**config.mk**
```make
export PLATFORM = sky130hd
export DESIGN_NAME = lis_ram
export DESIGN_NICKNAME = d
export VERILOG_FILES = /design/src/hdl/assert_macros.svh /design/src/hdl/lis_ram.sv
export SDC_FILE = /design/constraint.sdc
export NUM_CORES = 2
export LEC_CHECK = 0
export ABC_AREA = 1
export BUFFER_PORTS_ARGS = -buffer_cell sky130_fd_sc_hd__buf_2
export CORE_MARGIN = 2
export CORE_UTILIZATION = 30
export CTS_BUF_LIST = sky130_fd_sc_hd__clkbuf_8
export CTS_CLUSTER_DIAMETER = 30
export DETAILED_ROUTE_END_ITERATION = 6
export GPL_ROUTABILITY_DRIVEN = 0
export SLEW_MARGIN = 20
export SYNTH_ARGS = -nofsm -noshare
export SYNTH_HDL_FRONTEND = slang
export SYNTH_SLANG_ARGS = --single-unit
```
**constraint.sdc**
```tcl
create_clock -name clk_i -period 12.1 [get_ports clk_i]
set_input_delay 3.025 -clock clk_i [delete_from_list [all_inputs] [get_ports clk_i]]
set_output_delay 3.025 -clock clk_i [all_outputs]
set_load 0.01 [all_outputs]
```
**src/hdl/assert_macros.svh**
```systemverilog
// Assertion helpers shared by the RTL files.
`ifndef ASSERT_MACROS_SVH
`define ASSERT_MACROS_SVH

// Check a property on every rising edge outside reset.
`define ASSERT_ALWAYS(label, clk, rst_n, prop, msg) \
  label: assert property (@(posedge clk) disable iff (!rst_n) (prop)) else $error(msg);

// Check that a condition implies a consequence in the same cycle.
`define ASSERT_IMPLY(label, clk, rst_n, ante, cons, msg) \
  label: assert property (@(posedge clk) disable iff (!rst_n) (ante) |-> (cons)) \
    else $error(msg);

`endif

```
**src/hdl/lis_ram.sv**
```systemverilog
`timescale 1ns / 1ps
`default_nettype none

module lis_ram #(
  parameter int unsigned WIDTH = 32,
  parameter int unsigned DEPTH = 64
) (
  input  wire logic                     clk_i,
  input  wire logic                     we_i,
  input  wire logic [$clog2(DEPTH)-1:0] waddr_i,
  input  wire logic [WIDTH-1:0]         wdata_i,
  input  wire logic                     re_i,
  input  wire logic [$clog2(DEPTH)-1:0] raddr_i,
  output logic      [WIDTH-1:0]         rdata_o
);

  logic [WIDTH-1:0] mem_q [DEPTH];

  always_ff @(posedge clk_i) begin
    if (we_i) begin
      mem_q[waddr_i] <= wdata_i;
    end
    if (re_i) begin
      rdata_o <= mem_q[raddr_i];
    end
  end

endmodule

`default_nettype wire

```
-- Yosys cells after proc, flatten, opt, wreduce, memory -nomap -nowiden
Memory sizes are Yosys's and may differ from the RTL's. A register that Yosys moved wholly into a read port is not among the register bits.
Index checks and enable logic that the tools add are counted.
- memory bits (writable): 2048
- bits of input ports: 47
- memories kept: 1
- register bits: 0
- logic and storage cells: 3
- output and inout bits: 32
- memory list (memory ; depth ; width ; rd ports ; clocked after memory_dff ; write ports ; RTL line ; RTL):
    mem_q ; 64 ; 32 ; 1 ; 1 ; 1 ; lis_ram.sv:17 ; logic [WIDTH-1:0] mem_q [DEPTH];
- mux-type cells: 2
- operator list (cell ; number):
    $mux 1 ; 2

-- Longest topological paths before layout
- word-level depth: 2
- gate-level depth with buffers: 13
- depth with buffers taken out: 9

-- Worst setup path before layout
No wires, ideal clock.
- kind: input port to flip-flop
- from: in we_i
- to: mem mem_q[48][0] (enable)
- setup slack: 4.945 ns
- data required time: 11.598 ns
- stages on the path: 3
- buffers on the path: 1
- library setup time: 0.502 ns
- arrival: 6.653 ns
- path through: clkbuf_1 -> nand4_1 -> nor4_1
- word-level cells in the longest chain between the ends: 2
- ends and longest elaborated chain (what ; RTL line ; RTL):
    start: declaration ; lis_ram.sv:9 ; input wire logic we_i,
    $mux 1 ; lis_ram.sv:20 ; if (we_i) begin
    $mux 1 (implied by the code) ; lis_ram.sv:21 ; mem_q[waddr_i] <= wdata_i;
    end: declaration ; lis_ram.sv:17 ;
Every way passes these cells.

==> results.md <==
- Clk network pwr share: 43.2%
- CTS tree: done
- Layout area overhead: 14.8%
- NetSw: 3.67 mW
- Count of cell types in the netlist: 15
- Commonest non-fill, non-tap cell in the layout: nand2_1
- Total power draw: approximately 16 mW
- Post-cts resize count: 0
- Setup TNS: 0 ps
- Sw Share: around a quarter
- Logic pwr share: under 10%
- Area occupied by registers: 62500 um^2
- Hpwl dp: between 100000 and 150000 um
- Commonest non-fill, non-tap cells in the layout: 2248 x nand2_1, 2080 x edfxtp_1, 1907 x nand3_1, 392 x clkbuf_8, 152 x buf_4
- # Post-CTS Setup Buffers: 0
- Maxcap violations: 0
- Fin. Hold Viols: 0
- Clock slew at reported path FFs: ~60 ps
- WL per Instance: approximately 22 um
- Total wire length: between 200000 and 250000 um
- RSZ-0062 raised after global routing: no
- Period minus WS final: slightly above 6000 ps
- Highest Clock Rate: between 0.15 and 0.2 GHz
- Worst-case clock buffer depth: 4
- Largest net degree at the start of global routing: roughly 250
- Yosys warning count: 0
- Site row count: 193
- Pre-CTS worst setup slack: 5100 ps
- Share of layout cells above drive strength 1: approximately 12%
- Syn nets: 6816
- Final #Nets: approximately 7000
- PortBufs: just under 80
- Final setup violation count: 0
- Crit Path Max Fanout: ~160
- CP Data Arrival Time: 7000 ps
- Die area: between 200000 and 300000 um^2
- CTS root buffer: clkbuf_8
- Slew Viols, Final: 0
- Area of the multi-input gates: 18800 um^2
- #FFs+latches synth: 2080
- Gr ovfl total: 0
- Pre-Repair DR Iteration Count: 5
- Cell count after synthesis: 6769
- Core ar.: 276000 um^2
- WHS: approximately 860 ps
- Placed inst area: around 88000 um^2
- Fin crit share: between 50% and 60%
- P_leak: 33.2 nW
- WS Path Type: in -> reg
- Worst Skew: 50.9 ps
- First-pass GRT wire length: about 350000 um
- Post-route design area: between 90000 and 100000 um^2
- Total CTS buffers: ~390
- Cts-stage hold buffer count: 0
- Hold Crit Class: reg -> reg
- # H-tree levels: 5
- Sequential share of the synthesized area: roughly 75%
- DRT iter0 DRCs: 6110
- I/O pin count: 79
- Worst slew pin tran: between 1000 and 1500 ps
- Final ANT Viol Nets: 0
- Initial antenna violation count: 24
- Critical Path End Type: flop
- Final Core Density: ~35%
- Drt drc: 0
- Crit path required time: between 10000 and 15000 ps
- Seq pwr share: around half
- PwrDens: 164 nW/um^2
- Clk_lat worst skew: 1090 ps
- Synth Area per Inst: between 10 and 15 um^2
- Total track usage: 17.0%
- Number of global-route vias before repair: approximately 53000
- Initial core utilization: a little under a third
- Relative slew slack: around 18%
- Crit start category: primary input
- Mapped Area: 83100 um^2
- Die H: between 500 and 600 um
- # clock sinks: ~2100
- Filler cells: between 20000 and 30000
- Via density: about 5
- Dpl cells: between 10000 and 15000
- Vias: about 55000
- Die Wd: 530 um
- Non-Filler Instances: between 10000 and 15000
- Outcome: finished clean
- Final WS setup: between 6000 and 7000 ps
- Internal power: around 12 mW
- VDD IR-drop max: 150 uV
[power by group through the flow]
stage	sequential [mW]	clock, mW	combinational [mW]
after floorplan	8.16	0	0.490
after global placement	8.17	0	0.862
after detailed placement	8.17	0	0.877
after CTS	8.02	6.86	0.880
after global routing	8.02	7.18	0.955
final	8.02	6.78	0.883
[worst paths after layout]
path	start	end	slack, ps	depth (start not counted)
min	mem_q[38][10]	rdata_o[10]	860	8
min reg2reg	mem_q[38][10]	rdata_o[10]	860	8
max	raddr_i[0]	rdata_o[12]	6030	12
max reg2reg	mem_q[16][20]	rdata_o[20]	10270	8
[synthesized netlist by cell type]
| cell | number | area, um^2 |
|---|---|---|
| buf_6 | 3 | 33.8 |
| nand3_1 | 1907 | 9540 |
| clkbuf_1 | 77 | 289 |
| nor2_1 | 56 | 210 |
| inv_4 | 1 | 6.26 |
| nand4_1 | 9 | 56.3 |
| buf_2 | 282 | 1410 |
| inv_2 | 2 | 7.51 |
| buf_4 | 45 | 338 |
| buf_1 | 40 | 150 |
| nor4_1 | 8 | 50.1 |
| edfxtp_1 | 2080 | 62500 |
| inv_1 | 9 | 33.8 |
| nand2_1 | 2248 | 8440 |
| buf_8 | 2 | 30.0 |
[kinds of logic (layout without fill, tap and decap cells)]
group,after synthesis,in the layout,synth area share [%]
other cells,0,14,0
buf+inv,461,920,2.77
simple gates,4228,4228,22.0
flops,2080,2080,75.2
[state kept, by name (all words and copies together), names as in the netlist]
signal,count
mem_q,2048
rdata_o,32
[metal layers]
layer | vias to the layer above | wire length [um] | global-route usage (%)
li1 | 24600 | - | -
met1 | 27200 | 96200 | 21.3
met2 | 2528 | 117000 | 28.1
met3 | 527 | 20700 | 3.58
met4 | 14 | 10700 | 7.54
met5 | - | 96 | 0
[critical path: stages]
cell and delay (ps):
buf_8 490, buf_4 820, buf_12 510, buf_4 680, nand2_1 100, nand3_1 110
nand3_1 90, nand3_1 140, nand3_1 210, nand2_1 140, nand2_1 130, nand2_1 130
[area by class of cell]
type | count | share of cell area [%]
clock inverters | 287 | 2.42
diodes | 14 | 0.0367
inverters | 12 | 0.0866
clock buffers | 392 | 5.66
repair buffers | 229 | 1.76
multi-input cells | 4228 | 19.7
flip-flops and latches | 2080 | 65.5
well taps | 3705 | 4.86
Power figures use the tool's default switching activity.
