--- config.mk ---
export PLATFORM = sky130hd
export DESIGN_NAME = lis_cmp_unit
export DESIGN_NICKNAME = d
export VERILOG_FILES = /design/src/hdl/lis_pkg.sv /design/src/hdl/lis_cmp_unit.sv
export VERILOG_INCLUDE_DIRS = /design/src /design/src/hdl
export SDC_FILE = /design/constraint.sdc
export NUM_CORES = 1
export LEC_CHECK = 0
export BUFFER_PORTS_ARGS = -buffer_cell sky130_fd_sc_hd__buf_2
export CAP_MARGIN = 20
export CORE_UTILIZATION = 48
export DETAILED_ROUTE_END_ITERATION = 8
export GPL_TIMING_DRIVEN = 0
export HOLD_SLACK_MARGIN = 0.1
export PLACE_DENSITY = 0.94
export SLEW_MARGIN = 0
export SYNTH_ARGS = -nofsm -noshare
export SYNTH_HDL_FRONTEND = slang
export SYNTH_SLANG_ARGS = --single-unit
--- constraint.sdc ---
create_clock -name clk_i -period 3.1 [get_ports clk_i]
set_clock_uncertainty 0.2 [all_clocks]
set_input_delay 0.155 -clock clk_i [delete_from_list [all_inputs] [get_ports clk_i]]
set_output_delay 0.155 -clock clk_i [all_outputs]
set_load 0.005 [all_outputs]
--- src/hdl/assert_macros.svh ---
// Assertion helpers shared by the RTL files.
`ifndef ASSERT_MACROS_SVH
`define ASSERT_MACROS_SVH

// Check a property on every rising edge outside reset.
`define ASSERT_ALWAYS(label, clk, rst_n, prop, msg) \
  label: assert property (@(posedge clk) disable iff (!rst_n) (prop)) else $error(msg);

// Check that a condition implies a consequence in the same cycle.
`define ASSERT_IMPLY(label, clk, rst_n, ante, cons, msg) \
  label: assert property (@(posedge clk) disable iff (!rst_n) (ante) |-> (cons)) \
    else $error(msg);

`endif

--- src/hdl/lis_pkg.sv ---
`timescale 1ns / 1ps
`default_nettype none

package lis_pkg;

  localparam int unsigned VAL_W = 32;
  localparam int unsigned LEN_W = 7;

  typedef struct packed {
    logic signed [VAL_W-1:0] value;
    logic                    last;
  } in_req_t;

  typedef struct packed {
    logic signed [VAL_W-1:0] element;
    logic [LEN_W-1:0]        length;
    logic                    final_res;
    logic                    overflowed;
  } out_res_t;

  // Control from the sequencer to the compare unit
  typedef struct packed {
    logic clear;
    logic step;
  } cmp_ctrl_t;

  typedef enum logic [7:0] {
    S_IDLE    = 8'b0000_0001,
    S_SCAN    = 8'b0000_0010,
    S_DRAIN   = 8'b0000_0100,
    S_WRITE   = 8'b0000_1000,
    S_WALK_RD = 8'b0001_0000,
    S_WALK_WR = 8'b0010_0000,
    S_EMIT_RD = 8'b0100_0000,
    S_EMIT_LD = 8'b1000_0000
  } state_e;

endpackage

`default_nettype wire

--- src/hdl/lis_cmp_unit.sv ---
`timescale 1ns / 1ps
`default_nettype none

`include "assert_macros.svh"

// Shared compare/update unit: folds one earlier element per step into the
// best length and predecessor of the element being stored.
module lis_cmp_unit #(
  parameter int unsigned AW = 6
) (
  input  wire logic                            clk_i,
  input  wire logic                            rst_ni,
  input  wire lis_pkg::cmp_ctrl_t              ctrl_i,
  input  wire logic signed [lis_pkg::VAL_W-1:0] new_val_i,
  input  wire logic signed [lis_pkg::VAL_W-1:0] old_val_i,
  input  wire logic [lis_pkg::LEN_W-1:0]       old_len_i,
  input  wire logic [AW-1:0]                   old_idx_i,
  output logic      [lis_pkg::LEN_W-1:0]       best_o,
  output logic      [AW-1:0]                   pred_o
);

  import lis_pkg::*;

  logic [LEN_W-1:0] best_q, best_d;
  logic [AW-1:0]    pred_q, pred_d;
  logic [LEN_W-1:0] cand;

  assign cand = old_len_i + LEN_W'(1);

  always_comb begin
    best_d = best_q;
    pred_d = pred_q;
    if (ctrl_i.clear) begin
      best_d = LEN_W'(1);
      pred_d = '0;
    end else if (ctrl_i.step && (new_val_i > old_val_i) && (cand >= best_q)) begin
      // latest earlier index wins a tie
      best_d = cand;
      pred_d = old_idx_i;
    end
  end

  always_ff @(posedge clk_i or negedge rst_ni) begin
    if (!rst_ni) begin
      best_q <= LEN_W'(1);
      pred_q <= '0;
    end else begin
      best_q <= best_d;
      pred_q <= pred_d;
    end
  end

  assign best_o = best_q;
  assign pred_o = pred_q;

  `ASSERT_ALWAYS(a_best_nonzero, clk_i, rst_ni, best_q != '0, "best length fell to zero")
  `ASSERT_IMPLY(a_clear_restarts, clk_i, rst_ni, $past(ctrl_i.clear), best_q == LEN_W'(1),
    "best length not restarted after clear")

endmodule

`default_nettype wire

### Yosys cells after proc, flatten, opt, wreduce, memory -nomap -nowiden

Index checks and enable logic that the tools add are counted.

| storage, ports and cells | value |
|---|---|
| bits in registers | 13 |
| output and inout port bits | 13 |
| word-level logic and storage cells | 12 |

| cells by class | value |
|---|---|
| add/subtract/negate cells | 1 |
| magnitude comparators | 2 |
| mux-type cells | 4 |
| reductions and logical operators | 3 |

Operator list:

| kind | count |
|---|---|
| $gt A32 B32 Y1 | 1 |
| $mux W7 | 2 |
| $mux W6 | 2 |
| $add A7 B1 Y7 const B | 1 |
| $ge A7 B7 Y1 | 1 |
| $logic_and A1 B1 Y1 | 2 |
| $reduce_bool A2 Y1 | 1 |

### Longest topological paths before layout

| logic depth | value |
|---|---|
| depth in word-level cells | 5 |
| gate-level depth with buffers | 11 |
| depth with buffers taken out | 11 |

### Worst setup path before layout

No wires, ideal clock.

| path | value |
|---|---|
| path type | input to register |
| from | input old_val_i[31] (netlist bit) |
| to | register pred_q[5] (netlist: pred_o[5]) |
| arrival | 2,019 ps |
| setup slack | 761 ps |
| cell stages on the path | 11 |
| buffers on the path | 2 |
| path through | inv_1 > ha_1 > buf_6 > nand4_4 > nor4_4 > nand3_1 > and2_1 > a41oi_1 > a31oi_1 > buf_6 > a22o_4 |

| on the way | value |
|---|---|
| word-level cells in the longest chain between the ends | 4 |

Ends and longest elaborated chain:

| what | RTL line | RTL |
|---|---|---|
| from (decl) | lis_cmp_unit.sv:15 | `input wire logic signed [lis_pkg::VAL_W-1:0] old_val_i,` |
| $gt A32 B32 Y1 | lis_cmp_unit.sv:36 | `end else if (ctrl_i.step && (new_val_i > old_val_i) && (cand >= best_q)) begin` |
| $logic_and A1 B1 Y1 (2 in series) | lis_cmp_unit.sv:36 |  |
| $reduce_bool A2 Y1 (no line) | n/a |  |
| to (signal assigned) | lis_cmp_unit.sv:49 | `pred_q <= pred_d;` |
| to (decl) | lis_cmp_unit.sv:25 | `logic [AW-1:0] pred_q, pred_d;` |

No other way between the ends.
A chain may end at the register's enable or synchronous reset.

### Final worst setup path

| path | value |
|---|---|
| from | input old_len_i[0] (netlist bit) |
| to | register best_q[4] (netlist: best_o[4]) |

| on the way | value |
|---|---|
| word-level cells in the longest chain between the ends | 4 |

Ends and longest elaborated chain:

| what | RTL line | RTL |
|---|---|---|
| from (decl) | lis_cmp_unit.sv:16 | `input wire logic [lis_pkg::LEN_W-1:0] old_len_i,` |
| $add A7 B1 Y7 (*) | lis_cmp_unit.sv:28 | `assign cand = old_len_i + LEN_W'(1);` |
| $ge A7 B7 Y1 | lis_cmp_unit.sv:36 |  |
| $logic_and A1 B1 Y1 | lis_cmp_unit.sv:36 |  |
| $reduce_bool A2 Y1 (no line) | n/a |  |
| to (signal assigned) | lis_cmp_unit.sv:48 | `best_q <= best_d;` |
| to (decl) | lis_cmp_unit.sv:24 | `logic [LEN_W-1:0] best_q, best_d;` |

Every way passes the cells marked *; elsewhere a longest branch is shown, timed or not. The select of a mux whose other input is x is not followed.

==> reports/metrics.yaml <==
timing:
  finalSetupViolCount: 0
  fin_crit_ns: 2.94
  final-hold-violation-count: 0
  fin_setup_tns_ns: 0
  fin_crit_sh_pct: 94.7
  fmax_ghz: 0.341
  slew-limit-headroom_pct: 62.0
  tightest_slew_ns: 0.567
  rsz0062_at_grt: "no"
  slew_violations: 0
grt:
  gr-total-overflow: 0
  grt_usage_pct: 25.8
  grt_start_max_net_pins: 13
  grt_pass1_wl_um: 7120
  grt_pass1_vias: 1793
  antenna_found_initial: 0
run_status:
  status: "finished clean"
floorplan:
  dieArea_mm2: 0.00367
  die_h_um: 60.6
  die_width_um: 60.6
  coreArea_mm2: 0.00315
  start_util_pct: 52.3
  ios: 94
  num_rows: 20
final_layout:
  drive_gt1_share_pct: 34.9
  n_fill_cell: 240
  nets: 423
  multiInputGateArea_mm2: 0.00113
  area_growth_syn_to_layout_pct: 41.0
  final_cells: 345
  antennaDiodeCount: 0
  regArea_um2: 327
worst_setup_path:
  critPathArrivalTime_ns: 2.91
  crit_type: "in -> reg"
  start_kind: "primary input"
  crit_fanout: 5
  critical_path.endpoint_type: "register"
  required_ns: 3.07
yosys:
  syn_nets: 312
  synth_edf_count: 0
  synth_area_leader_cell: "ha_1"
  yosysMostFrequentCell: "inv_1"
  synth_compound_area_share_pct: 21.2
  synth.distinct_cells: 38
  async_flop_share_pct: 100
  ys_seq_area_share_pct: 19.8
  synthSimpleGateAreaFrac_pct: 14.3
  synth-xor-area-share_pct: 2.66
  syn_avg_cell_area_um2: 8.63
  ys.flop_type: "dfrtp_1"
  synth_area_leaders: "ha_1 (30%), dfrtp_1 (18%), inv_1 (9.6%), a22o_1 (5.3%), a21oi_1 (4.6%)"
  netlist_area_mm2: 0.00165
  synth_top_family_by_area: "adder cells"
  synth_mux_area_share_pct: 0
  synth_cells: 191
  synthAdderAreaFrac_pct: 30.3
  yosys_warnings: 0
  ys_top_cells_by_count: "inv_1 (42), ha_1 (40), a21oi_1 (15), dfrtp_1 (12), a22o_1 (10)"
  synth_top_area_share_pct: 30.3
  yosys_register_bits: 13
placed_design:
  hpwlAfterDp_um: 3360
  io_buffers: 93
  routabilityCongestion: 0.767
  dp.cells: 328
pwr:
  internal-power_uw: 375
  p_seq_share_pct: 33.6
  ir_drop_v: 0.000233
  p_sw_share_pct: 35.0
  p_leak_nw: 1.34
  powerDensity_mw_per_mm2: 248
  p_comb_share_pct: 47.8
  clkPwrFrac_pct: 18.6
  switching_power_uw: 201
route:
  drc: 0
  first_iter_violations: 46
  top_layer: "met4"
  wirelength_um: 4410
  wl_met1_um: 1740
  firstDrtPassIters: 4
  postRouteAntennaNets: 0
  wl_met3_um: 222
  routed-wl-met2_um: 2310
  vias: 1799
  viasPerCell: 5.21
  wl_per_cell_um: 12.8
clocking:
  ctsResizeCount: 0
  insertion_delay_ns: 0.28
  clock_sinks: 13
  clockBufferDepth: 2
  root_buffer: "clkbuf_4"
  cts_max_level: 1
  path_clk_slew_ns: 0.07
  cts_made_buffers: 3
  cts_hold_buffers: 13
  postCtsSetupBuffers: 0
  cts_tree: "built"
flow_run:
  max_cap_viol_count: 0
worst_hold_path:
  min_path_type: "in -> reg"
-- logic make-up (layout without fill, tap and decap cells) --
family,Yosys count,after routing
xor+xnor,5,5
fa+ha+maj,40,40
compound gates,50,50
buf+inv,45,155
simple gates,38,38
flops,13,13
-- critical path, stage by stage --
cell and delay (ns):
dlygate4sd3_1 0.54, buf_2 0.15, ha_1 0.23, nand3_1 0.08, nor2_1 0.05, xor2_1 0.15, ha_1 0.30, o2111ai_1 0.13
o21ai_0 0.24, nand2_1 0.17, or4_1 0.43, a211oi_1 0.27
-- state kept, by name, indices dropped and copies added (netlist names) --
| name | flops |
|---|---|
| best_o | 7 |
| pred_o | 6 |
-- worst paths after layout --
check | from | endpoint | slack, ns | cells past startpoint
setup / recovery | old_len_i[0] | best_o[4]$_DFFE_PN0P_ | 0.16 | 12
hold / removal | old_len_i[5] | best_o[5]$_DFFE_PN0P_ | 0.11 | 3
setup reg to reg | best_o[2]$_DFFE_PN0P_ | best_o[4]$_DFFE_PN0P_ | 0.73 | 8
hold reg to reg | pred_o[1]$_DFFE_PN0P_ | pred_o[1]$_DFFE_PN0P_ | 0.31 | 1
max in group asynchronous | rst_ni | best_o[3]$_DFFE_PN0P_ | 1.55 | 3
min in group asynchronous | rst_ni | best_o[0]$_DFFE_PN1P_ | 0.16 | 2
-- per-layer routing --
layer | GRT usage, % | vias up
met5 | 0 | -
met1 | 27.1 | 810
met4 | 9.42 | 0
li1 | - | 910
met3 | 5.12 | 16
met2 | 50.1 | 63
-- power groups by stage --
| stage | Combinational [mW] | Clock (mW) | Sequential (mW) |
|---|---|---|---|
| floorplan | 0.151 | 0 | 0.197 |
| global placement | 0.244 | 0 | 0.195 |
| detailed placement | 0.256 | 0 | 0.196 |
| CTS | 0.271 | 0.105 | 0.193 |
| global route | 0.312 | 0.114 | 0.196 |
| finish | 0.276 | 0.107 | 0.194 |
-- per-stage QoR --
stage          cell area [um^2]  hold slack (ns)  utilization (%)  power, mW  worst slack [ns]
3_5_place_dp               2170           -0.150             68.8      0.452             0.456
3_3_place_gp               2170           -0.152             68.8      0.439             0.499
4_1_cts                    2330            0.101             73.8      0.569             0.167
6_report                   2330            0.107             73.8      0.576             0.164
2_1_floorplan              1650           -0.341                -      0.348             0.761
5_1_grt                    2330            0.119             73.8      0.622            0.0239
-- placed cells by master, fill, tap and decap left out, drive strengths merged, types with 2 or more instances in the layout --
cell,instances
a22o,11
nor2,5
o211ai,2
nand2,8
nand3,5
a2bb2oi,2
a21oi,15
buf,96
nor3,4
a31oi,2
nand4,7
nor4,2
ha,40
clkbuf,4
a211oi,3
dfrtp,12
dlygate4sd3,13
o21a,2
xnor2,2
inv,42
nor3b,2
and2,2
o21ai,6
xor2,3
-- area by class of cell --
| class | count | share of cell area, % |
|---|---|---|
| timing repair buffer | 106 | 25.6 |
| buffer | 3 | 1.45 |
| multi-input combinational | 133 | 48.6 |
| sequential | 13 | 14.0 |
| tap | 44 | 2.37 |
| clock buffer | 4 | 1.13 |
| inverter | 42 | 6.78 |
Note: power is estimated with default switching activity, not from simulation.
